## src/rtl/multi_joint_pid_controller_core_macros.svh

```systemverilog
// Assertion macros for the multi-joint PID controller core.
// Used by the top level only; empty bodies when SYNTH is defined.
`ifndef MULTI_JOINT_PID_CONTROLLER_CORE_MACROS_SVH
`define MULTI_JOINT_PID_CONTROLLER_CORE_MACROS_SVH
`ifndef SYNTH
`define MJPID_ASSERT_IMPLIES(lbl, clk, rstn, ante, cons) \
    lbl: assert property (@(posedge clk) disable iff (!rstn) (ante) |-> (cons)) \
        else $error("mjpid: same-cycle check failed");
`define MJPID_ASSERT_NEXT(lbl, clk, rstn, ante, cons) \
    lbl: assert property (@(posedge clk) disable iff (!rstn) (ante) |=> (cons)) \
        else $error("mjpid: next-cycle check failed");
`else
`define MJPID_ASSERT_IMPLIES(lbl, clk, rstn, ante, cons)
`define MJPID_ASSERT_NEXT(lbl, clk, rstn, ante, cons)
`endif
`endif

```

## src/rtl/mjpid_pkg.sv

```systemverilog
// Shared types, widths, reset values and helpers for the PID controller core.
// No dependencies; used by every module of the block.
package mjpid_pkg;

    localparam int JOINTS_DEFAULT = 6;

    localparam int JOINT_W     = 3;
    localparam int ANGLE_W     = 16;
    localparam int STEP_W      = 16;
    localparam int ERR_W       = 17;
    localparam int DIFF_W      = 18;
    localparam int INT_W       = 48;
    localparam int GAIN_W      = 32;
    localparam int LIM_W       = 16;
    localparam int OPND_W      = 33;
    localparam int PROD_W      = 2 * OPND_W;
    localparam int SUM_W       = 65;
    localparam int ACC_W       = 51;
    localparam int V_W         = ACC_W - 24;
    localparam int MAG_W       = 50;
    localparam int QUOT_W      = 48;
    localparam int DIV_STEPS   = QUOT_W / 2;
    localparam int OVF_SH      = 31;
    localparam int JOINT_CMP_W = 7;
    localparam int CFG_IDX_W   = 3;
    localparam int CFG_DATA_W  = 32;
    localparam int MEM_W       = INT_W + ERR_W;
    localparam int IN_DATA_W   = 56;
    localparam int OUT_DATA_W  = 24;

    localparam logic signed [GAIN_W-1:0] GAIN_P_RST        = 32'sd1677722;
    localparam logic signed [GAIN_W-1:0] GAIN_I_RST        = 32'sd16777;
    localparam logic signed [GAIN_W-1:0] GAIN_D_RST        = 32'sd8389;
    localparam logic signed [LIM_W-1:0]  DRIVE_UPPER_RST   = 16'sd1434;
    localparam logic signed [LIM_W-1:0]  DRIVE_LOWER_RST   = -16'sd1434;
    localparam logic [JOINT_W-1:0]       SPECIAL_JOINT_RST = 3'd4;
    localparam logic signed [LIM_W-1:0]  SPECIAL_UPPER_RST = 16'sd4096;
    localparam logic signed [LIM_W-1:0]  SPECIAL_LOWER_RST = -16'sd4096;

    localparam logic signed [INT_W-1:0] INT_MAX = {1'b0, {(INT_W-1){1'b1}}};
    localparam logic signed [INT_W-1:0] INT_MIN = {1'b1, {(INT_W-1){1'b0}}};
    localparam logic signed [SUM_W-1:0] SAT_HI  = SUM_W'(INT_MAX);
    localparam logic signed [SUM_W-1:0] SAT_LO  = SUM_W'(INT_MIN);

    typedef enum logic [CFG_IDX_W-1:0] {
        CFG_GAIN_P,
        CFG_GAIN_I,
        CFG_GAIN_D,
        CFG_DRIVE_UPPER,
        CFG_DRIVE_LOWER,
        CFG_SPECIAL_JOINT,
        CFG_SPECIAL_UPPER,
        CFG_SPECIAL_LOWER
    } t_cfg_idx;

    typedef enum logic [3:0] {
        S_IDLE,
        S_INT,
        S_ISUM,
        S_P,
        S_IHI,
        S_ILO,
        S_ISAT,
        S_DSTART,
        S_DWAIT,
        S_DONE
    } t_state;

    typedef struct packed {
        logic busy;
        logic ovf;
    } t_div_status;

    function automatic logic signed [INT_W-1:0] sat48(input logic signed [SUM_W-1:0] v);
        logic signed [INT_W-1:0] r;
        if (v > SAT_HI) begin
            r = INT_MAX;
        end else if (v < SAT_LO) begin
            r = INT_MIN;
        end else begin
            r = v[INT_W-1:0];
        end
        return r;
    endfunction

endpackage

```

## src/rtl/mjpid_ram.sv

```systemverilog
// Generic single-port-write, single-port-read RAM with registered read data.
// Depends on mjpid_pkg for default sizes.
module mjpid_ram #(
    parameter int WIDTH = mjpid_pkg::MEM_W,
    parameter int DEPTH = mjpid_pkg::JOINTS_DEFAULT
) (
    input  logic                                   i_clk,
    input  logic                                   i_we,
    input  logic [((DEPTH > 1) ? $clog2(DEPTH) : 1)-1:0] i_waddr,
    input  logic [WIDTH-1:0]                       i_wdata,
    input  logic                                   i_re,
    input  logic [((DEPTH > 1) ? $clog2(DEPTH) : 1)-1:0] i_raddr,
    output logic [WIDTH-1:0]                       o_rdata
);

    logic [WIDTH-1:0] r_mem [DEPTH];
    logic [WIDTH-1:0] r_rdata;

    always_ff @(posedge i_clk) begin
        if (i_we) begin
            r_mem[i_waddr] <= i_wdata;
        end
        if (i_re) begin
            r_rdata <= r_mem[i_raddr];
        end
    end

    assign o_rdata = r_rdata;

endmodule

```

## config.mk

```make
export PLATFORM = sky130hd
export DESIGN_NAME = mjpid_ram
export DESIGN_NICKNAME = d
export VERILOG_FILES = /design/src/rtl/multi_joint_pid_controller_core_macros.svh /design/src/rtl/mjpid_pkg.sv /design/src/rtl/mjpid_ram.sv
export SDC_FILE = /design/constraint.sdc
export NUM_CORES = 1
export LEC_CHECK = 0
export CORE_UTILIZATION = 52
export DETAILED_ROUTE_END_ITERATION = 7
export DONT_BUFFER_PORTS = 1
export GPL_TIMING_DRIVEN = 0
export PLACE_DENSITY_LB_ADDON = 0.08
export SLEW_MARGIN = 20
export SYNTH_ARGS = -nofsm -noshare
export SYNTH_HDL_FRONTEND = slang
export SYNTH_SLANG_ARGS = --single-unit
export TNS_END_PERCENT = 20
```

## constraint.sdc

```tcl
create_clock -name i_clk -period 8.3 [get_ports i_clk]
set_clock_uncertainty 0.2 [all_clocks]
set_input_delay 1.66 -clock i_clk [delete_from_list [all_inputs] [get_ports i_clk]]
set_output_delay 1.66 -clock i_clk [all_outputs]
set_load 0.05 [all_outputs]
```

# Yosys cells after proc, flatten, opt, wreduce, memory -nomap -nowiden
# Memories as Yosys holds them, arrays and structs flattened. A register that Yosys moved wholly into a read port is not among the register bits.
# Index checks and enable logic that the tools add are counted.
word_totals:
  reg_bits: 0
  ram_bits: 390
  in_bits: 74
  output_inout_bits: 65
  wordCells: 3
  mem_count: 1
op_classes:
  muxes: 2
memory_table:
  columns: ["name", "words", "width", "read_ports", "rd_clocked_by_memory_dff", "wr", "line", "rtl"]
  rows:
  - ["r_mem", 6, 65, 1, 1, 1, "mjpid_ram.sv:16", "logic [WIDTH-1:0] r_mem [DEPTH];"]
ops:
  columns: ["operator", "count"]
  rows:
  - ["2-to-1 mux 1 bit", 2]

# Depth between registers and ports, before layout
# Gate-level depths: netlist (run 1).
logic_depth:
  depth_word: 2
  mapped_depth: 6
  ltp_nobuf: 3

# Worst setup path after synthesis (run 1)
# No wires, ideal clock.
synth_timing:
  path_kind: "input to register"
  from: "in i_waddr[0] in the netlist's numbering"
  to: "mem r_mem[0][0] in the netlist's numbering, enable pin"
  setup_time_ns: 0.569
  arrival_ns: 6.239
  required_time_ns: 7.531
  path_slack_ns: 1.292
  stages: 2
  n_path_buf: 0
  cell_sequence: "nand2b_1 nor3_1"
synth_lines:
  columns: ["item", "line", "rtl"]
  rows:
  - ["start: declaration", "mjpid_ram.sv:9", "input logic [((DEPTH > 1) ? $clog2(DEPTH) : 1)-1:0] i_waddr,"]
  - ["end: declaration", "mjpid_ram.sv:16", null]
# No word-level cell before the write port.

# Final worst setup path (run 1)
layout_timing:
  from: "in i_we"
  to: "mem r_mem[1][20] in the netlist's numbering, enable pin"
layout_between:
  elab_chain_len: 2
layout_rtl:
  columns: ["item", "line", "rtl"]
  rows:
  - ["start: declaration", "mjpid_ram.sv:8", "input logic i_we,"]
  - ["2-to-1 mux 1 bit", "mjpid_ram.sv:20", "if (i_we) begin"]
  - ["2-to-1 mux 1 bit (implied by the code)", "mjpid_ram.sv:21", "r_mem[i_waddr] <= i_wdata;"]
# No other way between the ends.

==> flow_summary.toml, run 1 <==
[power]
power.density_cell_area_nw_per_um2 = 254
leakage_nw = 6.74
ir_drop_v = 0.000200

[global_routing]
grt_first_pass_wirelength_mm = 48.6
grt_max_degree = 66
grt_pass1_vias = 8145
grt_util_all_layers_pct = 19.9
globalRouteOverflowTotal = 0
antenna_violations_before_repair = 0

[yosys]
synthCells = 835
post_synth_instance_area_um2 = 16900
avgSynthCellArea_um2 = 20.2
mappedNetlistNets = 909
flip_flop_and_latch_count_after_synthesis = 455
synth-warning-count = 0
synth_cell_types = 18
yosysSeqAreaShare_pct = 80.8

[timing]
final_hold_viol_count = 0
setup_viol = 0
worst_hold_slack_ps = 417
timing_limited_maximum_frequency_ghz = 0.320
slew_viol_final = 0
grt_setup_unrepaired = "no"
tightestPinTransition_ps = 862
min_period_over_period_pct = 37.6
timing.slew.headroom_pct = 42.2
post-route-min-period_ps = 3120

[critical_path]
endpoint_kind = "flip-flop"
crit_path_max_fanout = 8
start_kind = "primary input"
criticalPathCategory = "in -> reg"
cp_data_arrival_time_ps = 3170
cp.required_ps = 8350

[job]
max_cap_viol_count = 0

[clock_tree]
post-cts-setup-buffers = 0
post_cts.resized_instances = 0
clock_sinks = 455
numCtsBuffers = 46
htree_levels = 2
tritoncts = "built"
clk_path_buf_depth = 3
cts-root-buf = "sky130_fd_sc_hd__clkbuf_16"
cts.clk_slew.worst_paths_ps = 60
cts_hold_buf = 0
clk-insertion-delay-late_ps = 550

[drt]
drc_violations = 0
antenna_violating_nets_post_route = 0
num_vias = 7591
vias_per_cell = 5.51
detail_route.iter0.violations = 614
dr.pass1.iters = 5
totalWireLength_mm = 32.1
wl_per_cell_um = 23.3

[floorplanning]
dieArea_um2 = 33200
chipWidth_um = 182
num_io_pins = 139
die-height_um = 182
starting_density_of_the_core_pct = 53.2
area_of_the_placeable_core_um2 = 31800
row_count = 65

[layout]
final-instance-count-excl-fill = 1378
area_growth_pct = 14.6
n_antenna_cell = 0
design.final.nets = 988
layout-drive-gt1-share_pct = 13.9

[hold_path]
hold_class = "reg -> reg"

[placed_design]
port_buffers = 0
place.gp.congestion = 0.734
dp_hpwl_mm = 20.4
place_inst = 1301

[status]
run_status = "finished clean"
==> cell families (layout without fill, tap and decap cells) <==
| family | Yosys count | after routing | synth area share, % |
|---|---|---|---|
| AO/OA/AOI/OAI | 130 | 130 | 5.51 |
| buffers and inverters | 43 | 151 | 1.77 |
| flip-flops | 455 | 455 | 80.8 |
| multiplexers | 195 | 195 | 11.5 |
| AND/OR/NAND/NOR | 12 | 12 | 0.341 |
==> state kept, by name, summed over array words and instances, names as in the netlist <==
register  cells
o_rdata      65
r_mem       390
==> power breakdown <==
group / leakage [nW] / switching, mW / internal [mW]
registers: 4.17 / 0.107 / 2.63
logic: 1.88 / 0.114 / 0.0830
clock network: 0.694 / 0.806 / 1.17
total: 6.74 / 1.03 / 3.89
==> placed cells by master (no fill, tap or decap), drive strengths merged <==
cell type / synthesis / routed
mux2i: 195 / 195
nor3: 2 / 2
nor2b: 1 / 1
bufinv: 0 / 5
nand2b: 3 / 3
inv: 0 / 5
buf: 24 / 55
clkinvlp: 0 / 2
nor2: 5 / 5
clkinv: 0 / 10
clkbuf: 19 / 74
edfxtp: 455 / 455
a22o: 65 / 65
nand2: 1 / 1
a21oi: 65 / 65
==> area by class of cell <==
class	instances	area, um^2
Multi-Input combinational cell	337	2980
Timing Repair Buffer	31	435
Fill cell	2239	12400
Clock inverter	22	260
Clock buffer	55	1180
Buffer	43	299
Tap cell	435	544
Sequential cell	455	13700
==> metrics by stage <==
stage | util (%) | TNS [ps] | setup WS (ps) | cell area, um^2 | total power [mW]
after CTS | 60.9 | 0 | 5140 | 19400 | 4.96
final | 60.9 | 0 | 5180 | 19400 | 4.91
after global placement | 54.9 | -354540 | -2750 | 17400 | 2.98
after detailed placement | 56.4 | 0 | 4550 | 17900 | 2.99
after floorplan | - | 0 | 1290 | 16900 | 2.92
after global routing | 60.9 | 0 | 5080 | 19400 | 5.07
==> Yosys cell counts, drive strengths merged <==
master,n,share of area [%]
a22o,65,3.4
mux2i,195,12
edfxtp,455,81
a21oi,65,2.1
nor3,2,0.059
clkbuf,19,0.51
nand2,1,0.022
buf,24,1.3
nor2b,1,0.037
nor2,5,0.11
nand2b,3,0.11
==> worst paths after layout <==
path	start	to	slack, ps	cells past startpoint
worst max-delay path	i_we	r_mem[1][20]$_DFFE_PP_	5180	5
worst max register to register	r_mem[3][28]$_DFFE_PP_	o_rdata[28]$_DFFE_PP_	6990	3
worst min-delay path	r_mem[4][57]$_DFFE_PP_	o_rdata[57]$_DFFE_PP_	420	2
worst min register to register	r_mem[4][57]$_DFFE_PP_	o_rdata[57]$_DFFE_PP_	420	2
==> metal layers <==
layer  vias to the layer above  GRT usage [%]  routed length, um
li1                       3533              -                  -
met1                      3837           24.3              12900
met2                       168           35.0              16700
met3                        53           5.13               1880
met4                         0           5.92                706
met5                         -              0                  0
==> critical path, stage by stage <==
cell and delay [ps]:
sky130_fd_sc_hd__nand2_1 140, sky130_fd_sc_hd__nor3_2 690, sky130_fd_sc_hd__buf_4 320, sky130_fd_sc_hd__buf_6 160, sky130_fd_sc_hd__buf_4 190
Note: power is estimated with default switching activity, not from simulation.
==> run 2, diff against run 1 <==
--- a/config.mk
+++ b/config.mk
@@ -5,6 +5,7 @@
 export SDC_FILE = /design/constraint.sdc
 export NUM_CORES = 1
 export LEC_CHECK = 0
+export ABC_AREA = 1
 export CORE_UTILIZATION = 52
 export DETAILED_ROUTE_END_ITERATION = 7
 export DONT_BUFFER_PORTS = 1
==> constraint.sdc (replaced) <==
create_clock -name i_clk -period 3.1 [get_ports i_clk]
set_clock_uncertainty 0.2 [all_clocks]
set_input_delay 0.62 -clock i_clk [delete_from_list [all_inputs] [get_ports i_clk]]
set_output_delay 0.62 -clock i_clk [all_outputs]
set_load 0.05 [all_outputs]
==> flow_summary.toml, run 2 <==
[yosys]
synthTopCellsByCount = "sky130_fd_sc_hd__edfxtp_1, sky130_fd_sc_hd__nand2_1, sky130_fd_sc_hd__nand3_1"
yosys.cell_count.top_type = "sky130_fd_sc_hd__edfxtp_1"
mappedNetlistNets = 1332
avgSynthCellArea_um2 = 13.6
synth_largest_area_cell = "sky130_fd_sc_hd__edfxtp_1"
synthArstFlopShare_pct = 0
ys_top_cells_by_area = "sky130_fd_sc_hd__edfxtp_1, sky130_fd_sc_hd__nand2_1, sky130_fd_sc_hd__nand3_1"
synthCells = 1258
synth_cell_types = 13
yosysTopAreaCellShare_pct = 79.9
post_synth_instance_area_um2 = 17100
yosysSeqAreaShare_pct = 79.9
number_of_synthesized_flops_with_an_enable_pin = 455
synth_top_flop_cell = "sky130_fd_sc_hd__edfxtp_1"
flip_flop_and_latch_count_after_synthesis = 455
synth-warning-count = 0

[global_routing]
antenna_violations_before_repair = 1
grt_max_degree = 35
grt_pass1_vias = 9614
globalRouteOverflowTotal = 0
grt_first_pass_wirelength_mm = 56.3
grt_util_all_layers_pct = 22.6

[placed_design]
port_buffers = 0
dp_hpwl_mm = 22.2
place.gp.congestion = 0.734
placedInstanceArea_um2 = 18100
place_inst = 1718
placement.setup.worst_slack_ps = 593

[layout]
commonest_non_fill_non_tap_cell_in_the_layout = "sky130_fd_sc_hd__edfxtp_1"
most-common-layout-cells = "sky130_fd_sc_hd__edfxtp_1, sky130_fd_sc_hd__nand2_1, sky130_fd_sc_hd__nand3_1, sky130_fd_sc_hd__nor2_1, sky130_fd_sc_hd__dlygate4sd3_1"
largest_register_ffs = 390
design.final.nets = 1464
layout_fillers = 2363
finalCoreUtilization_pct = 63.3
design_area_um2 = 20500
area_growth_pct = 20.0
layout-drive-gt1-share_pct = 10.1
final-instance-count-excl-fill = 1869
max_flop_register = "r_mem"

[drt]
num_vias = 9907
totalWireLength_mm = 37.1
dr.pass1.iters = 5
vias_per_cell = 5.30
antenna_violating_nets_post_route = 0
wl_per_cell_um = 19.9
detail_route.iter0.violations = 792
drc_violations = 0

[floorplanning]
num_io_pins = 139
starting_density_of_the_core_pct = 52.7
die-height_um = 183
dieArea_um2 = 33600
row_count = 66
chipWidth_um = 183
area_of_the_placeable_core_um2 = 32500

[power]
total_power_mw = 14.2
ir_drop_v = 0.000491
leakage_nw = 7.30
power.density_cell_area_nw_per_um2 = 693

[clock_tree]
tritoncts = "built"
numCtsBuffers = 46
post_cts.resized_instances = 0
clock_sinks = 455
cts-root-buf = "sky130_fd_sc_hd__clkbuf_16"
cts.clk_slew.worst_paths_ps = 60
htree_levels = 2
clk-insertion-delay-late_ps = 550
clk_path_buf_depth = 3

[timing]
timing.slew.headroom_pct = 47.3
post-route-min-period_ps = 2050
worst_hold_slack_ps = 35.5
timing_limited_maximum_frequency_ghz = 0.488
tightestPinTransition_ps = 790
min_period_over_period_pct = 66.1
setup_tns_ps = 0
timing.final.ws_setup_ps = 1050
setup_viol = 0
final_hold_viol_count = 0
grt_setup_unrepaired = "no"
slew_viol_final = 0

[critical_path]
cp.required_ps = 2280
start_kind = "flip-flop"
endpoint_kind = "output port"
cp_data_arrival_time_ps = 1230
crit_path_max_fanout = 1
criticalPathCategory = "reg -> out"

[job]
max_cap_viol_count = 0

[status]
run_status = "finished clean"

[hold_path]
hold_class = "in -> reg"
-- run 2: what timing repair did --
item	CTS	global route
setup buffers	0	0
hold buffers	66	0
hold endpoints to repair	422	0
-- run 2: cell type report --
class / instances / area (um^2) / area share, %
buffer: 71 / 369 / 1.80
clock inverter: 30 / 479 / 2.33
tap: 442 / 553 / 2.69
multi-input combinational: 726 / 3100 / 15.1
inverter: 6 / 25.0 / 0.122
timing repair buffer: 84 / 1100 / 5.35
antenna: 3 / 7.51 / 0.0366
sequential: 455 / 13700 / 66.6
clock buffer: 52 / 1240 / 6.03
-- run 2: logic make-up (layout without fill, tap and decap cells) --
| kind of cell | count (synthesis) | after routing | share of synthesized area, % |
|---|---|---|---|
| AND/OR/NAND/NOR | 661 | 661 | 15.9 |
| flip-flops | 455 | 455 | 79.9 |
| AO/OA/AOI/OAI | 65 | 65 | 1.90 |
| other | 0 | 3 | 0 |
| buffers and inverters | 77 | 243 | 2.30 |
-- run 2: per-layer routing --
layer | track usage, % | share of wire (%)
met1 | 31.1 | 43
met2 | 37.5 | 49
met3 | 3.57 | 5.6
met4 | 6.67 | 2.1
met5 | 0 | 0
-- run 2: where the power goes --
| part | switching, mW | total (mW) | internal, mW |
|---|---|---|---|
| clock network | 2.24 | 6.18 | 3.94 |
| logic | 0.480 | 0.719 | 0.239 |
| registers | 0.282 | 7.32 | 7.04 |
| total | 3.00 | 14.2 | 11.2 |
-- run 2: worst paths after layout --
check                               from                    end  slack [ps]  cells after the start
setup / recovery    o_rdata[3]$_DFFE_PP_             o_rdata[3]        1050                      0
setup reg to reg  r_mem[0][13]$_DFFE_PP_  o_rdata[13]$_DFFE_PP_        1860                      4
hold / removal                      i_re  o_rdata[50]$_DFFE_PP_          40                      0
hold reg to reg    r_mem[5][2]$_DFFE_PP_   o_rdata[2]$_DFFE_PP_         330                      2
