**config.mk**
```make
export PLATFORM = sky130hd
export DESIGN_NAME = mjpid_div
export DESIGN_NICKNAME = d
export VERILOG_FILES = /design/src/rtl/multi_joint_pid_controller_core_macros.svh /design/src/rtl/mjpid_pkg.sv /design/src/rtl/mjpid_div.sv
export SDC_FILE = /design/constraint.sdc
export NUM_CORES = 1
export LEC_CHECK = 0
export ABC_AREA = 1
export BUFFER_PORTS_ARGS = -buffer_cell sky130_fd_sc_hd__buf_2
export CAP_MARGIN = 0
export CORE_MARGIN = 2
export CORE_UTILIZATION = 57
export CTS_BUF_LIST = sky130_fd_sc_hd__clkbuf_8
export DETAILED_ROUTE_END_ITERATION = 10
export PLACE_DENSITY = 0.83
export SETUP_SLACK_MARGIN = 0.1
export SYNTH_ARGS = -nofsm -noshare
export SYNTH_HDL_FRONTEND = slang
export SYNTH_SLANG_ARGS = --single-unit
```
**constraint.sdc**
```tcl
create_clock -name i_clk -period 5.5 [get_ports i_clk]
set_clock_uncertainty 0.2 [all_clocks]
set_input_delay 1.1 -clock i_clk [delete_from_list [all_inputs] [get_ports i_clk]]
set_output_delay 1.1 -clock i_clk [all_outputs]
set_load 0.02 [all_outputs]
```
**src/rtl/multi_joint_pid_controller_core_macros.svh**
```systemverilog
// Assertion macros for the multi-joint PID controller core.
// Used by the top level only; empty bodies when SYNTH is defined.
`ifndef MULTI_JOINT_PID_CONTROLLER_CORE_MACROS_SVH
`define MULTI_JOINT_PID_CONTROLLER_CORE_MACROS_SVH
`ifndef SYNTH
`define MJPID_ASSERT_IMPLIES(lbl, clk, rstn, ante, cons) \
    lbl: assert property (@(posedge clk) disable iff (!rstn) (ante) |-> (cons)) \
        else $error("mjpid: same-cycle check failed");
`define MJPID_ASSERT_NEXT(lbl, clk, rstn, ante, cons) \
    lbl: assert property (@(posedge clk) disable iff (!rstn) (ante) |=> (cons)) \
        else $error("mjpid: next-cycle check failed");
`else
`define MJPID_ASSERT_IMPLIES(lbl, clk, rstn, ante, cons)
`define MJPID_ASSERT_NEXT(lbl, clk, rstn, ante, cons)
`endif
`endif

```
**src/rtl/mjpid_pkg.sv**
```systemverilog
// Shared types, widths, reset values and helpers for the PID controller core.
// No dependencies; used by every module of the block.
package mjpid_pkg;

    localparam int JOINTS_DEFAULT = 6;

    localparam int JOINT_W     = 3;
    localparam int ANGLE_W     = 16;
    localparam int STEP_W      = 16;
    localparam int ERR_W       = 17;
    localparam int DIFF_W      = 18;
    localparam int INT_W       = 48;
    localparam int GAIN_W      = 32;
    localparam int LIM_W       = 16;
    localparam int OPND_W      = 33;
    localparam int PROD_W      = 2 * OPND_W;
    localparam int SUM_W       = 65;
    localparam int ACC_W       = 51;
    localparam int V_W         = ACC_W - 24;
    localparam int MAG_W       = 50;
    localparam int QUOT_W      = 48;
    localparam int DIV_STEPS   = QUOT_W / 2;
    localparam int OVF_SH      = 31;
    localparam int JOINT_CMP_W = 7;
    localparam int CFG_IDX_W   = 3;
    localparam int CFG_DATA_W  = 32;
    localparam int MEM_W       = INT_W + ERR_W;
    localparam int IN_DATA_W   = 56;
    localparam int OUT_DATA_W  = 24;

    localparam logic signed [GAIN_W-1:0] GAIN_P_RST        = 32'sd1677722;
    localparam logic signed [GAIN_W-1:0] GAIN_I_RST        = 32'sd16777;
    localparam logic signed [GAIN_W-1:0] GAIN_D_RST        = 32'sd8389;
    localparam logic signed [LIM_W-1:0]  DRIVE_UPPER_RST   = 16'sd1434;
    localparam logic signed [LIM_W-1:0]  DRIVE_LOWER_RST   = -16'sd1434;
    localparam logic [JOINT_W-1:0]       SPECIAL_JOINT_RST = 3'd4;
    localparam logic signed [LIM_W-1:0]  SPECIAL_UPPER_RST = 16'sd4096;
    localparam logic signed [LIM_W-1:0]  SPECIAL_LOWER_RST = -16'sd4096;

    localparam logic signed [INT_W-1:0] INT_MAX = {1'b0, {(INT_W-1){1'b1}}};
    localparam logic signed [INT_W-1:0] INT_MIN = {1'b1, {(INT_W-1){1'b0}}};
    localparam logic signed [SUM_W-1:0] SAT_HI  = SUM_W'(INT_MAX);
    localparam logic signed [SUM_W-1:0] SAT_LO  = SUM_W'(INT_MIN);

    typedef enum logic [CFG_IDX_W-1:0] {
        CFG_GAIN_P,
        CFG_GAIN_I,
        CFG_GAIN_D,
        CFG_DRIVE_UPPER,
        CFG_DRIVE_LOWER,
        CFG_SPECIAL_JOINT,
        CFG_SPECIAL_UPPER,
        CFG_SPECIAL_LOWER
    } t_cfg_idx;

    typedef enum logic [3:0] {
        S_IDLE,
        S_INT,
        S_ISUM,
        S_P,
        S_IHI,
        S_ILO,
        S_ISAT,
        S_DSTART,
        S_DWAIT,
        S_DONE
    } t_state;

    typedef struct packed {
        logic busy;
        logic ovf;
    } t_div_status;

    function automatic logic signed [INT_W-1:0] sat48(input logic signed [SUM_W-1:0] v);
        logic signed [INT_W-1:0] r;
        if (v > SAT_HI) begin
            r = INT_MAX;
        end else if (v < SAT_LO) begin
            r = INT_MIN;
        end else begin
            r = v[INT_W-1:0];
        end
        return r;
    endfunction

endpackage

```
**src/rtl/mjpid_div.sv**
```systemverilog
// Radix-4 restoring divider for the derivative term: floor(mag * 2^16 / step).
// Flags overflow past 2^47 up front. Depends on mjpid_pkg.
module mjpid_div (
    input  logic                          i_clk,
    input  logic                          i_rst_n,
    input  logic                          i_start,
    input  logic [mjpid_pkg::MAG_W-1:0]   i_mag,
    input  logic [mjpid_pkg::STEP_W-1:0]  i_step,
    output mjpid_pkg::t_div_status        o_status,
    output logic [mjpid_pkg::QUOT_W-1:0]  o_quot
);

    localparam int CNT_W = $clog2(mjpid_pkg::DIV_STEPS);
    localparam int OVF_W = mjpid_pkg::MAG_W - mjpid_pkg::OVF_SH;
    localparam int SW    = mjpid_pkg::STEP_W;
    localparam int QW    = mjpid_pkg::QUOT_W;

    logic             r_busy;
    logic             r_ovf;
    logic [CNT_W-1:0] r_cnt;
    logic [SW-1:0]    r_rem;
    logic [QW-1:0]    r_dq;

    logic          ovf;
    logic [SW:0]   t1;
    logic [SW:0]   t2;
    logic          ge1;
    logic          ge2;
    logic [SW-1:0] r1;
    logic [SW-1:0] r2;

    assign ovf = i_mag[mjpid_pkg::MAG_W-1:mjpid_pkg::OVF_SH] >= OVF_W'(i_step);

    always_comb begin
        t1  = {r_rem, r_dq[QW-1]};
        ge1 = t1 >= {1'b0, i_step};
        r1  = ge1 ? SW'(t1 - {1'b0, i_step}) : t1[SW-1:0];
        t2  = {r1, r_dq[QW-2]};
        ge2 = t2 >= {1'b0, i_step};
        r2  = ge2 ? SW'(t2 - {1'b0, i_step}) : t2[SW-1:0];
    end

    always_ff @(posedge i_clk) begin
        if (!i_rst_n) begin
            r_busy <= 1'b0;
        end else if (i_start) begin
            r_busy <= !ovf;
        end else if (r_busy && (r_cnt == CNT_W'(mjpid_pkg::DIV_STEPS - 1))) begin
            r_busy <= 1'b0;
        end
    end

    always_ff @(posedge i_clk) begin
        if (i_start) begin
            r_ovf <= ovf;
            r_cnt <= '0;
            r_rem <= i_mag[QW-1:QW-SW];
            r_dq  <= {i_mag[QW-SW-1:0], {SW{1'b0}}};
        end else if (r_busy) begin
            r_cnt <= r_cnt + 1'b1;
            r_rem <= r2;
            r_dq  <= {r_dq[QW-3:0], ge1, ge2};
        end
    end

    assign o_status.busy = r_busy;
    assign o_status.ovf  = r_ovf;
    assign o_quot        = r_dq;

endmodule

```
Yosys cells after proc, flatten, opt, wreduce, memory -nomap -nowiden
Index checks and enable logic that the tools add are counted.
{"block": "classes", "eq_ne": 1, "reduce_logical": 4, "n_lt_le_gt_ge": 3, "n_mux": 8, "addsub": 3}
{"cell": "two-way mux 48 bit", "n": 2}
{"cell": "two-way mux 16 bit", "n": 4}
{"cell": "greater-or-equal comparator 17 x 16 -> 1 bit", "n": 2}
{"cell": "subtractor 16 bit", "n": 2}
{"cell": "greater-or-equal comparator 19 x 16 -> 1 bit", "n": 1}
{"cell": "adder 5 x 1 -> 5 bit (second input constant)", "n": 1}
{"cell": "== test 5 bit (second input constant)", "n": 1}
{"cell": "nonzero test 2 bit", "n": 2}
{"cell": "two-way mux 1 bit", "n": 2}
{"cell": "logical AND 1 bit", "n": 1}
{"cell": "logical NOT 1 bit", "n": 1}
{"block": "totals", "in_bits": 69, "output_inout_bits": 50, "ff_bits": 71, "wordCells": 25}

Longest topological paths before layout
Gate-level depths: netlist of run 1.
{"block": "logic_depth", "word_depth": 6, "mapped_depth": 29}

Least setup slack after synthesis of run 1
No wires, ideal clock.
{"block": "synth_path", "path_kind": "input to register", "start": "input port i_step[12] (netlist bit)", "end": "register r_rem[7] (data pin)", "t_arrival_ns": 4.014, "setup_slack_ns": 1.033, "cell_stages": 24, "setup_time_ns": 0.253, "n_path_buf": 2, "path_cell_list": "inv_1 ha_1 nand2_1 inv_1 nand2_1 nand2_1 nand2_1 nand2_1 nor2_2 nand2_1 buf_2 or2_1 nand2_1 inv_1 ha_1 a21oi_1 o21ai_0 a21oi_1 nand2_1 nand2_1 buf_2 nand4_1 nand3_1 nand2_1"}
{"block": "synth_via", "elab_chain_len": 6, "elab_cells_between_ends": 8, "classes_between": "2 x add/sub; 2 x order compare; 4 x mux"}
{"element": "start: declaration", "line": "mjpid_div.sv:8", "text": "input logic [mjpid_pkg::STEP_W-1:0] i_step,"}
{"element": "greater-or-equal comparator 17 x 16 -> 1 bit or subtractor 16 bit (tied branches)", "line": "mjpid_div.sv:36, mjpid_div.sv:37"}
{"element": "two-way mux 16 bit", "line": "mjpid_div.sv:37", "text": "r1 = ge1 ? SW'(t1 - {1'b0, i_step}) : t1[SW-1:0];"}
{"element": "subtractor 16 bit or greater-or-equal comparator 17 x 16 -> 1 bit (tied branches)", "line": "mjpid_div.sv:40, mjpid_div.sv:39"}
{"element": "two-way mux 16 bit *", "line": "mjpid_div.sv:40", "text": "r2 = ge2 ? SW'(t2 - {1'b0, i_step}) : t2[SW-1:0];"}
{"element": "two-way mux 16 bit *", "line": "mjpid_div.sv:59", "text": "end else if (r_busy) begin"}
{"element": "two-way mux 16 bit *", "line": "mjpid_div.sv:54", "text": "if (i_start) begin"}
{"element": "end signal: assignment", "line": "mjpid_div.sv:57", "text": "r_rem <= i_mag[QW-1:QW-SW];"}
{"element": "end signal: assignment", "line": "mjpid_div.sv:61", "text": "r_rem <= r2;"}
{"element": "end: declaration", "line": "mjpid_div.sv:21", "text": "logic [SW-1:0] r_rem;"}
Every way passes the cells marked *; elsewhere a longest branch is shown, timed or not. The select of a mux whose other input is x is not followed.
A chain may end at the register's enable or synchronous reset.

Worst setup path in the final report of run 1
{"block": "layout_path", "start": "input port i_step[11] (netlist bit)", "end": "register r_rem[9] (data pin)"}
The elaborated chain is that of the path after synthesis.

==> impl_summary.txt, run 1 <==
----------------------------------------------------
[Outcome]
  Status ... finished, final reports clean

[Synth]
  Flops & latches, synth ... between 70 and 80
  Ys flop type ... edfxtp_1
  Async set-or-reset flop fraction in the synthesized netlist ... 0
  Netlist cell types ... 36
  Most common cell in the netlist ... nand2_1
  Post-synthesis sequential area ratio ... 0.343
  Most instantiated cells after synthesis ... nand2_1 (217), inv_1 (120), nand3_1 (63)
  Nets in the synthesized netlist ... slightly below 900
  Mapped Cells ... 750
  Top area cells in the synthesized netlist ... edfxtp_1 (26%), nand2_1 (15%), ha_1 (11%), inv_1 (8.1%), dfxtp_1 (7.9%)
  Number of flops mapped to enable cells by yosys ... just under 50
  Largest area contributor in the synthesized netlist ... edfxtp_1
  Area share of the leading cell type in the synthesized netlist ... 0.264
  Netlist Area Pre-Place ... approximately 5600 sq um
  Synthesized area per cell ... 7.43 sq um
  Number of warnings printed during yosys synthesis ... 0

[Clocking]
  Number of hold buffers added after CTS ... 0
  CTS H-tree lvls ... 3
  Clock tree root driver cell ... clkbuf_8
  Clock transition time at the flip-flop clock pins of the worst setup and hold paths ... around 80 ps
  Number of buffers added by the clock tree synthesis step ... 9
  Clock Tree Buf Depth ... 2
  Clock insertion delay at the later pin of the skew report ... approximately 370 ps
  TritonCTS clock tree ... built
  Sinks on Clock Net ... 71
  Post-CTS setup buffer count ... 0
  Cells resized by post-CTS repair ... 0

[STA]
  Period utilisation layout ... 0.840
  Setup violations, final ... 0
  Setup TNS ... 0 ps
  Post-layout min period ... ~4600 ps
  Number of hold violations in the final report ... 0
  Peak Freq ... roughly 0.22 GHz
  Max-slew headroom at the worst pin ... 0.516
  Unrepaired setup endpoints after global routing ... no
  Max-slew violation total from the final report ... 0
  Transition at the pin with the smallest max-transition slack ... between 700 and 800 ps
  Worst slack on hold paths ... 268 ps

[Worst setup path]
  Worst EP required ... between 5000 and 6000 ps
  CP most frequent cell ... nand2_1
  Combined buffer and inverter count along the critical path ... 5
  Critical path endpoint category ... flip-flop
  Top Family by Delay on Critical Path ... simple AND/OR/NAND/NOR gates
  Slowest-stage cell, CP ... ha_1
  Worst setup slack for register-to-register paths ... 1340 ps
  Crit Path Max Fanout ... 23
  Type of the setup path with the least slack ... input port to flip-flop
  Category of the worst setup path launch point ... input port
  Arrival time at the worst endpoint ... 4530 ps
  Worst stage delay on the critical path ... 370 ps

[Finish]
  Cell area after layout ... approximately 6500 sq um
  Post-synthesis to final-layout area growth ... 15.9%
  FILL cells ... around 850
  Final design utilization ... 0.670
  Antenna Cells ... 0
  Layout cell share with drive strength beyond 1 ... 0.182
  Layout net count ... 985

[Route]
  Number of iterations in the first detailed-routing pass ... 5
  Iteration-0 DRC Markers ... 314
  Via count ... about 5500
  Average via count per standard cell ... approximately 5.5
  Drc violations ... 0
  Drt total wl ... about 16000 microns
  Number of nets with antenna violations after routing ... 0
  Detailed-route wire length per cell ... approximately 16 microns

[Run]
  Number of max-cap violations ... 0

[Global routing]
  Met3 track demand over resource in global routing ... 0.0664
  First-pass GRT wire length ... roughly 25000 microns
  GRT overflow ... 0
  Largest net degree at the start of global routing ... 52
  Gr busiest metal ... met2
  Global-route total usage across every layer ... 0.304
  Number of global-route vias before repair ... between 5000 and 6000
  Antenna violations before repair ... 0
  Met1 demand-to-capacity share in global routing ... 0.362
  GRT met2 Usage ... 0.512

[Pwr]
  Overall power of the completed layout ... 3.82 mW
  Proportion of power drawn by combinational gates ... 0.695
  LEAKAGE ... around 3.4 nW
  Share of total power consumed by net switching ... 0.510
  Seq pwr share ... 0.195
  Power density over cell area ... around 600 nW/um^2
  Part of the total power dissipated in the clock network ... 0.110
  Worst IR drop on VDD ... between 0.2 and 0.25 mV
  Switching power summed over all nets ... approximately 2 mW
  Internal power contribution ... about 1.9 mW

[Floorplan]
  Overall die width ... ~100 microns
  Cell row count ... 36
  Initial cell density of the core ... 0.578
  Ports placed on the boundary ... 119
  Core Region ... 9640 sq um
  Height of the chip ... between 100 and 150 microns
  Die area ... around 11000 sq um

[Placement]
  Port-buffer cells ... between 100 and 150
  DP HPWL ... approximately 12000 microns
  GP Congestion ... approximately 0.9
  Placed Instance Area ... about 6300 sq um

[Worst hold path]
  Worst min-delay path category ... flip-flop to flip-flop

----------------------------------------------------
logic make-up (layout without fill, tap and decap cells):
kind of cell | Yosys count | after routing | share of synthesized area
AO/OA/AOI/OAI | 101 | 101 | 0.117
XOR/XNOR | 18 | 18 | 0.0283
adder cells (fa/ha/maj) | 51 | 51 | 0.117
buffers and inverters | 145 | 265 | 0.106
flip-flops | 71 | 71 | 0.343
AND/OR/NAND/NOR | 364 | 364 | 0.288
metrics by stage:
stage | std cells | setup slack (ps)
final | 1003 | 882
after global routing | 1003 | 552
after CTS | 1003 | 923
after detailed placement | 987 | 551
after global placement | 987 | 616
after floorplan | 750 | 1030
worst paths after layout:
| kind | end | from | depth (start not counted) |
|---|---|---|---|
| worst min register to register | r_cnt[4]$_SDFFE_PP0P_ | r_cnt[4]$_SDFFE_PP0P_ | 1 |
| worst max-delay path | r_rem[9]$_DFFE_PP_ | i_step[11] | 25 |
| worst min-delay path | r_cnt[4]$_SDFFE_PP0P_ | r_cnt[4]$_SDFFE_PP0P_ | 1 |
| worst max register to register | r_rem[9]$_DFFE_PP_ | r_rem[8]$_DFFE_PP_ | 23 |
per-layer routing:
metal | vias up | share of wire
met2 | 227 | 0.48
met5 | - | 0
li1 | 2726 | -
met1 | 2492 | 0.41
met3 | 46 | 0.068
met4 | 0 | 0.045
power groups by stage:
stage	clock network (mW)	logic, mW	registers (mW)
floorplan	0	2.02	0.757
global placement	0	2.55	0.754
detailed placement	0	2.59	0.754
CTS	0.419	2.60	0.743
global route	0.442	2.98	0.753
finish	0.419	2.65	0.744
final cells by class:
class	count	area [sq um]	area share
Clock inverter	7	63.8	0.00988
Timing Repair Buffer	127	658	0.102
Inverter	122	458	0.0709
Sequential cell	71	1910	0.296
Clock buffer	9	124	0.0192
Tap cell	133	166	0.0258
Multi-Input combinational cell	534	3070	0.476
layout by cell type (no fill, tap or decap), types with 2 or more instances in the layout:
master	count
nor2_2	6
o22ai_1	15
o21ai_0	15
a22o_1	29
nor3_1	5
a31oi_1	4
o21bai_1	3
xnor2_1	13
nand3b_1	6
nor2_1	32
inv_4	2
buf_4	9
nand4_1	19
nand3_1	63
nand3_2	3
dfxtp_1	22
or2_1	6
inv_1	122
nand2_1	216
nand2_2	3
a21oi_1	32
xor2_1	5
edfxtp_1	49
clkbuf_8	9
ha_1	49
o21a_1	2
fa_1	2
buf_2	118
state kept, by name, indices dropped and copies added (netlist names):
signal / flops
r_ovf: 1
o_quot: 48
r_rem: 16
r_busy: 1
r_cnt: 5
worst reg2reg max path, cell delays in order (launching register included):
cell and delay, ps:
edfxtp_1 430, ha_1 410, nand2_2 120, nor2_4 170, nand3_2 100, nor2_2 170, nor2_2 70, nand2_1 60
buf_4 220, nand2_1 70, nand2_1 110, inv_1 60, ha_1 340, a21oi_1 230, nor2_1 80, nor2_1 90
nand2_1 120, nand3_1 120, nand2_1 60, nand2_1 190, buf_4 200, nand4_1 100, nand3_1 110, nand2_1 80
Note: power is estimated with default switching activity, not from simulation.
==> inputs of run 2 (changes only) <==
--- a/config.mk
+++ b/config.mk
@@ -9,10 +9,10 @@
 export BUFFER_PORTS_ARGS = -buffer_cell sky130_fd_sc_hd__buf_2
 export CAP_MARGIN = 0
 export CORE_MARGIN = 2
-export CORE_UTILIZATION = 57
+export CORE_UTILIZATION = 52
 export CTS_BUF_LIST = sky130_fd_sc_hd__clkbuf_8
 export DETAILED_ROUTE_END_ITERATION = 10
-export PLACE_DENSITY = 0.83
+export PLACE_DENSITY = 0.8
 export SETUP_SLACK_MARGIN = 0.1
 export SYNTH_ARGS = -nofsm -noshare
 export SYNTH_HDL_FRONTEND = slang
==> constraint.sdc (replaced) <==
create_clock -name i_clk -period 3.9 [get_ports i_clk]
set_clock_uncertainty 0.2 [all_clocks]
set_input_delay 0.78 -clock i_clk [delete_from_list [all_inputs] [get_ports i_clk]]
set_output_delay 0.78 -clock i_clk [all_outputs]
set_load 0.02 [all_outputs]
==> run 2 against run 1 <==
Utilization up 13 points. Sequential power rose by 47%. Hold slack better by 4.9 ps. First-iteration DRC count up 58%. Critical path depth down 2. Combinational power rose to 2.5 times the previous value. Cell count grew 13%. Global-route usage is 0.34 points higher. Cell area rose by 28%. Sequential share of layout area down 6.6 points. Setup slack got worse by 850 ps. Total power increased by 120%.
==> impl_summary.txt, run 2 (synthesis gave the netlist of run 1 again) <==
----------------------------------------------------
[Outcome]
  Status ... finished, final reports clean

[Pwr]
  Part of the total power dissipated in the clock network ... 0.067 (-0.043)
  Switching power summed over all nets ... 4.01 mW (+110%)
  Internal power contribution ... 4.33 mW (+130%)
  Overall power of the completed layout ... 8.34 mW (+120%)
  Proportion of power drawn by combinational gates ... 0.802 (+0.107)
  Share of total power consumed by net switching ... 0.480 (-0.0301)
  Worst IR drop on VDD ... 0.536 mV (+120%)
  Power density over cell area ... 1010 nW/um^2 (+70%)
  LEAKAGE ... 4.06 nW (+21%)
  Seq pwr share ... 0.131 (-0.064)

[Route]
  Drt total wl ... 19200 microns (+23%)
  Via count ... 6265 (+14%)
  Number of iterations in the first detailed-routing pass ... 7 (+2)
  Detailed-route wire length per cell ... 17.0 microns (+8.9%)
  Drc violations ... 0 (unchanged)
  Iteration-0 DRC Markers ... 495 (+58%)
  Number of nets with antenna violations after routing ... 0 (unchanged)
  Average via count per standard cell ... 5.54 (+1.2%)

[Finish]
  Layout cell share with drive strength beyond 1 ... 0.417 (+0.235)
  Layout net count ... 1110 (+13%)
  FILL cells ... 698 (-18%)
  Flip-flop count of the largest register after layout ... 48 (unchanged)
  Antenna Cells ... 0 (unchanged)
  Commonest cells after routing, fill and taps aside ... nand2_1 (170), buf_4 (117), buf_2 (116)
  Most frequent standard cell in the layout excluding fill and tap cells ... nand2_1
  Cell area after layout ... 8300 sq um (+28%)
  Post-synthesis to final-layout area growth ... 48.9%
  Number of standard cells in the layout, taps in and fillers out ... 1131 (+13%)

[Clocking]
  Clock insertion delay at the later pin of the skew report ... 360 ps (about the same)
  Clock Tree Buf Depth ... 2 (unchanged)
  TritonCTS clock tree ... built
  Clock tree root driver cell ... clkbuf_8
  Number of buffers added by the clock tree synthesis step ... 9 (unchanged)
  CTS H-tree lvls ... 3 (unchanged)
  Number of hold buffers added after CTS ... 0 (unchanged)
  Sinks on Clock Net ... 71 (unchanged)
  Clock transition time at the flip-flop clock pins of the worst setup and hold paths ... 90 ps (about the same)

[Floorplan]
  Initial cell density of the core ... 0.537 (-0.0407)
  Height of the chip ... 108 microns (+4.5%)
  Cell row count ... 37 (+2.8%)
  Overall die width ... 108 microns (+4.5%)
  Die area ... 11600 sq um (+9.2%)
  Core Region ... 10400 sq um (+7.6%)
  Ports placed on the boundary ... 119 (unchanged)

[STA]
  Period utilisation layout ... 0.991
  Setup TNS ... 0 ps (unchanged)
  Peak Freq ... roughly 0.26 GHz
  Max-slew violation total from the final report ... 0 (unchanged)
  Transition at the pin with the smallest max-transition slack ... 709 ps (-16.1 ps)
  Max-slew headroom at the worst pin ... 0.526 (+0.00957)
  Unrepaired setup endpoints after global routing ... yes
  Setup violations, final ... 0 (unchanged)
  Final critical-path setup slack ... 33.4 ps (-849 ps)
  Number of hold violations in the final report ... 0 (unchanged)
  Post-layout min period ... a little under 4000 ps

[Global routing]
  Number of global-route vias before repair ... 5996 (+14%)
  Largest net degree at the start of global routing ... 45 (-13%)
  Met1 demand-to-capacity share in global routing ... 0.381 (+0.0189)
  GRT overflow ... 0 (unchanged)
  GRT met2 Usage ... 0.539 (+0.0273)
  Global-route total usage across every layer ... 0.307 (+0.00335)
  Antenna violations before repair ... 0 (unchanged)
  Met3 track demand over resource in global routing ... 0.0448 (-0.0216)
  First-pass GRT wire length ... 28000 microns (+14%)
  Gr busiest metal ... met2

[Placement]
  Placed cell count ... 1090 (+10%)
  Placement Setup Slack ... -361 ps (-912 ps)
  GP Congestion ... 0.991 (+7.0%)
  DP HPWL ... 13700 microns (+10%)
  Port-buffer cells ... 118 (unchanged)
  Placed Instance Area ... 7340 sq um (+17%)

[Worst setup path]
  Cells along the critical path ... buf_2 > inv_2 > ha_4 > nand2_1 > nand2_1 > a21oi_1 > nand2_2 > nor2_4 > buf_6 > buf_6 > nand3_2 > nand2_2 > inv_2 > ha_4 > nand4_1 > nor2_4 > a31oi_4 > nand2_2 > clkinv_4 > nand3_4 > nand2_1 > nand3_1 > nand2_1
  Arrival time at the worst endpoint ... 3790 ps (-740 ps)
  Combined buffer and inverter count along the critical path ... 6 (+1)
  Critical path endpoint category ... flip-flop
  Worst stage delay on the critical path ... 300 ps (-70 ps)
  Category of the worst setup path launch point ... input port
  R2r worst-path depth ... 20 (-13%)
  Top Family by Delay on Critical Path ... simple AND/OR/NAND/NOR gates
  Capturing point of the worst reg2reg path ... r_rem[7]$_DFFE_PP_
  Type of the setup path with the least slack ... input port to flip-flop
  Crit Path Max Fanout ... 8 (-65%)
  R2R Path Start ... r_rem[14]$_DFFE_PP_
  Worst setup slack for register-to-register paths ... 140 ps (-1200 ps)
  Slowest-stage cell, CP ... ha_4
  Worst EP required ... 3830 ps (-1580 ps)
  CP most frequent cell ... nand2_1

[Worst hold path]
  Worst hold path depth ... 1 (unchanged)
  Startpoint of the tightest hold check path ... r_cnt[4]$_SDFFE_PP0P_
  End point of the worst hold path ... r_cnt[4]$_SDFFE_PP0P_
  Worst min-delay path category ... flip-flop to flip-flop

[Run]
  Number of max-cap violations ... 0 (unchanged)

----------------------------------------------------
==> run 2: cell count changes in the layout (fill, tap and decap cells not counted), sizes merged <==
cell,delta
inv,-1
bufinv,-1
buf,+121
nand3,+2
nand2,+2
clkinvlp,+2
==> run 2: how the worst max path moves through the flow <==
stage                          from  slack [ps]                  end  cells past startpoint
3_3_place_gp              i_step[6]        -320  r_rem[11]$_DFFE_PP_                     25
3_5_place_dp              i_step[8]        -360  r_rem[11]$_DFFE_PP_                     25
2_1_floorplan             i_step[4]         100   r_rem[8]$_DFFE_PP_                     27
5_1_grt                  i_step[14]        -110   r_rem[7]$_DFFE_PP_                     23
4_1_cts        o_quot[47]$_DFFE_PP_         100   r_rem[1]$_DFFE_PP_                     26
6_report                 i_step[14]          30   r_rem[7]$_DFFE_PP_                     23
==> run 2: stage by stage <==
step / util / hold slack (ps)
after floorplan: - / 223
after global placement: 0.708 / 238
after detailed placement: 0.708 / 245
after CTS: 0.732 / 262
after global routing: 0.800 / 305
final: 0.800 / 273
==> run 2: power by group through the flow <==
stage | clock network, mW | logic, mW | registers [mW]
6_report | 0.558 | 6.69 | 1.09
5_1_grt | 0.593 | 7.17 | 1.10
4_1_cts | 0.560 | 5.23 | 1.08
3_5_place_dp | 0 | 5.01 | 1.10
3_3_place_gp | 0 | 4.95 | 1.09
2_1_floorplan | 0 | 3.21 | 1.10
==> run 2: final cells by class <==
| cell class | count | area (sq um) | area share |
|---|---|---|---|
| clock buffer | 9 | 124 | 0.0149 |
| clock inverter | 7 | 52.6 | 0.00633 |
| inverter | 122 | 470 | 0.0567 |
| multi-input combinational | 538 | 3910 | 0.472 |
| sequential | 71 | 1910 | 0.230 |
| tap | 136 | 170 | 0.0205 |
| timing repair buffer | 248 | 1650 | 0.199 |
==> run 2: per-layer routing <==
layer  part of all wire  vias to the layer above
met4              0.042                        0
met3              0.062                       64
met1               0.40                     2915
met2               0.50                      300
met5                  0                        -
li1                   -                     2986
==> run 2: repair_timing <==
item	CTS	global route
endpoints found under the setup margin	17	17
gates resized for setup	6	137
cloned	3	1
setup buffers	4	17
pin swaps	5	23
==> inputs of run 3 (changes only) <==
--- a/config.mk
+++ b/config.mk
@@ -9,10 +9,11 @@
 export BUFFER_PORTS_ARGS = -buffer_cell sky130_fd_sc_hd__buf_2
 export CAP_MARGIN = 0
 export CORE_MARGIN = 2
-export CORE_UTILIZATION = 52
+export CORE_UTILIZATION = 30
 export CTS_BUF_LIST = sky130_fd_sc_hd__clkbuf_8
+export CTS_CLUSTER_SIZE = 16
 export DETAILED_ROUTE_END_ITERATION = 10
-export PLACE_DENSITY = 0.8
+export PLACE_DENSITY_LB_ADDON = 0.05
 export SETUP_SLACK_MARGIN = 0.1
 export SYNTH_ARGS = -nofsm -noshare
 export SYNTH_HDL_FRONTEND = slang
==> run 3 against run 2 <==
Critical path depth increased by 2. Register-to-register slack improved by 130 ps. Global-route usage decreased by 12 points. Total power decreased by 3.1%. Hold slack got worse by 17 ps. Wire length decreased by 0.54%. Non-clock buffer count increased by 7. Sequential cell count unchanged. Highest routed layer unchanged.
==> impl_summary.txt, run 3 (synthesis gave the netlist of run 1 again) <==
----------------------------------------------------
[Worst setup path]
  Arrival time at the worst endpoint ... 3640 ps (-150 ps)
  Crit Path Max Fanout ... 6 (-2)
  Category of the worst setup path launch point ... input port
  Critical path endpoint category ... flip-flop
  Worst setup slack for register-to-register paths ... 270 ps (+130 ps)
  Worst EP required ... 3810 ps (-20 ps)
  Capturing point of the worst reg2reg path ... r_rem[15]$_DFFE_PP_
  Slowest-stage cell, CP ... ha_4
  R2R Path Start ... r_rem[2]$_DFFE_PP_
  R2r worst-path depth ... 23 (+15%)
  CP most frequent cell ... nand2_2
  Type of the setup path with the least slack ... input port to flip-flop
  Worst stage delay on the critical path ... 280 ps (-20 ps)
  Capture point of the critical path ... r_rem[15]$_DFFE_PP_
  Launching element of the worst setup path ... i_step[11]

[Finish]
  Antenna Cells ... 0 (unchanged)
  Number of standard cells in the layout, taps in and fillers out ... 1230 (+8.8%)
  FILL cells ... 1807 (+160%)
  Layout cell share with drive strength beyond 1 ... 0.407 (-0.0105)
  Flip-flop count of the largest register after layout ... 48 (unchanged)
  Most frequent standard cell in the layout excluding fill and tap cells ... nand2_1
  Final design utilization ... 0.462 (-0.338)
  Cell area after layout ... 8360 sq um (+0.74%)
  Layout net count ... 1116 (+0.54%)
  Commonest cells after routing, fill and taps aside ... nand2_1 (180), buf_4 (126), buf_2 (116)
  Post-synthesis to final-layout area growth ... 50.0%

[Pwr]
  Worst IR drop on VDD ... 0.412 mV (-23%)
  Share of total power consumed by net switching ... 0.457 (-0.0234)
  Power density over cell area ... 967 nW/um^2 (-3.8%)
  Seq pwr share ... 0.136 (+0.005)
  Part of the total power dissipated in the clock network ... 0.086 (+0.019)
  Internal power contribution ... 4.39 mW (+1.3%)
  Switching power summed over all nets ... 3.69 mW (-7.8%)
  Overall power of the completed layout ... 8.08 mW (-3.1%)
  LEAKAGE ... 4.06 nW (about the same)
  Proportion of power drawn by combinational gates ... 0.778 (-0.024)

[Outcome]
  Status ... finished, final reports clean

[Worst hold path]
  Worst min-delay path category ... flip-flop to flip-flop
  Worst hold path depth ... 1 (unchanged)

[Placement]
  Port-buffer cells ... 118 (unchanged)
  Placed Instance Area ... 7550 sq um (+2.9%)
  DP HPWL ... 14800 microns (+8.3%)
  Placed cell count ... 1196 (+9.7%)
  GP Congestion ... 0.888 (-10%)

[STA]
  Max-slew headroom at the worst pin ... 0.650 (+0.124)
  Post-layout min period ... 3730 ps (-138 ps)
  Transition at the pin with the smallest max-transition slack ... 525 ps (-184 ps)
  Number of hold violations in the final report ... 0 (unchanged)
  Period utilisation layout ... 0.956 (-0.0354)
  Unrepaired setup endpoints after global routing ... yes
  Max-slew violation total from the final report ... 0 (unchanged)
  Setup violations, final ... 0 (unchanged)
  Setup TNS ... 0 ps (unchanged)
  Peak Freq ... 0.268 GHz (+3.7%)

[Clocking]
  Clock insertion delay at the later pin of the skew report ... 360 ps (about the same)
  Number of buffers added by the clock tree synthesis step ... 9 (unchanged)
  Clock Tree Buf Depth ... 2 (unchanged)
  TritonCTS clock tree ... built
  CTS H-tree lvls ... 3 (unchanged)
  Clock tree root driver cell ... clkbuf_8
  Clock transition time at the flip-flop clock pins of the worst setup and hold paths ... 90 ps (about the same)
  Sinks on Clock Net ... 71 (unchanged)
  Number of hold buffers added after CTS ... 0 (unchanged)

[Floorplan]
  Initial cell density of the core ... 0.308 (-0.229)
  Cell row count ... 49 (+32%)
  Height of the chip ... 140 microns (+30%)
  Core Region ... 18100 sq um (+74%)
  Overall die width ... 140 microns (+30%)
  Die area ... 19700 sq um (+70%)
  Ports placed on the boundary ... 119 (unchanged)

[Global routing]
  Antenna violations before repair ... 0 (unchanged)
  Global-route total usage across every layer ... 0.192 (-0.116)
  GRT overflow ... 0 (unchanged)
  First-pass GRT wire length ... 29600 microns (+5.6%)
  Number of global-route vias before repair ... 5809 (-3.1%)
  Largest net degree at the start of global routing ... 65 (+44%)

[Route]
  Number of iterations in the first detailed-routing pass ... 5 (-2)
  Average via count per standard cell ... 4.78 (-14%)
  Drc violations ... 0 (unchanged)
  Iteration-0 DRC Markers ... 252 (-49%)
  Detailed-route wire length per cell ... 15.5 microns (-8.5%)
  Drt total wl ... 19100 microns (-0.54%)
  Number of nets with antenna violations after routing ... 0 (unchanged)
  Via count ... 5881 (-6.1%)

[Run]
  Number of max-cap violations ... 0 (unchanged)

----------------------------------------------------
run 3: changes by cell type in the layout (fill, tap and decap cells not counted), moves of 4 or more:
| cell | delta |
|---|---|
| nand2_1 | +10 |
| nand3_2 | +7 |
| nand3_4 | -4 |
| nand2_4 | -5 |
| nor2_4 | -4 |
| nand2_2 | -6 |
| buf_6 | -4 |
| buf_4 | +9 |
| nor2_2 | +4 |
run 3: worst min path at each step:
stage,slack (ps),start,to
after CTS,260,r_cnt[4]$_SDFFE_PP0P_,r_cnt[4]$_SDFFE_PP0P_
after detailed placement,250,r_cnt[4]$_SDFFE_PP0P_,r_cnt[4]$_SDFFE_PP0P_
after global routing,300,r_cnt[4]$_SDFFE_PP0P_,r_cnt[4]$_SDFFE_PP0P_
after global placement,240,r_cnt[4]$_SDFFE_PP0P_,r_cnt[4]$_SDFFE_PP0P_
after floorplan,220,r_cnt[4]$_SDFFE_PP0P_,r_cnt[4]$_SDFFE_PP0P_
final,260,r_cnt[4]$_SDFFE_PP0P_,r_cnt[4]$_SDFFE_PP0P_
run 3: metal layers:
metal,GRT usage,vias up,part of all wire
met3,0.0308,29,0.040
met2,0.352,132,0.50
li1,-,2991,-
met1,0.233,2729,0.44
met4,0.0489,0,0.023
met5,0,-,0
run 3: power by group through the flow:
stage | logic, mW | clock network, mW | registers [mW]
3_5_place_dp | 5.25 | 0 | 1.11
4_1_cts | 5.47 | 0.717 | 1.10
3_3_place_gp | 5.24 | 0 | 1.11
5_1_grt | 6.91 | 0.745 | 1.11
6_report | 6.29 | 0.696 | 1.10
2_1_floorplan | 3.21 | 0 | 1.10
run 3: worst max-delay path: cells and delay by family:
family | cells | cell delay, ps
AO/OA/AOI/OAI | 1 | 220
buffers and inverters | 7 | 610
AND/OR/NAND/NOR | 15 | 1470
adder cells (fa/ha/maj) | 2 | 560
run 3: final cells by class:
class	instances	area [sq um]	area share
Clock buffer	9	124	0.0148
Multi-Input combinational cell	537	3760	0.450
Sequential cell	71	1910	0.229
Inverter	122	468	0.0560
Clock inverter	7	96.3	0.0115
Tap cell	229	287	0.0343
Timing Repair Buffer	255	1710	0.205
run 3: stage by stage:
step,hold WS (ps),setup WS (ps)
2_1_floorplan,223,101
3_3_place_gp,242,-473
3_5_place_dp,245,-464
4_1_cts,258,101
5_1_grt,304,11.4
6_report,256,171
run 3: what timing repair did:
action                     CTS  global route
gates resized for setup     15            95
buffers inserted             1            13
gates cloned                 2             2
pin swaps                    4            63
hold endpoints to repair     0             0
setup endpoints to repair   17            17
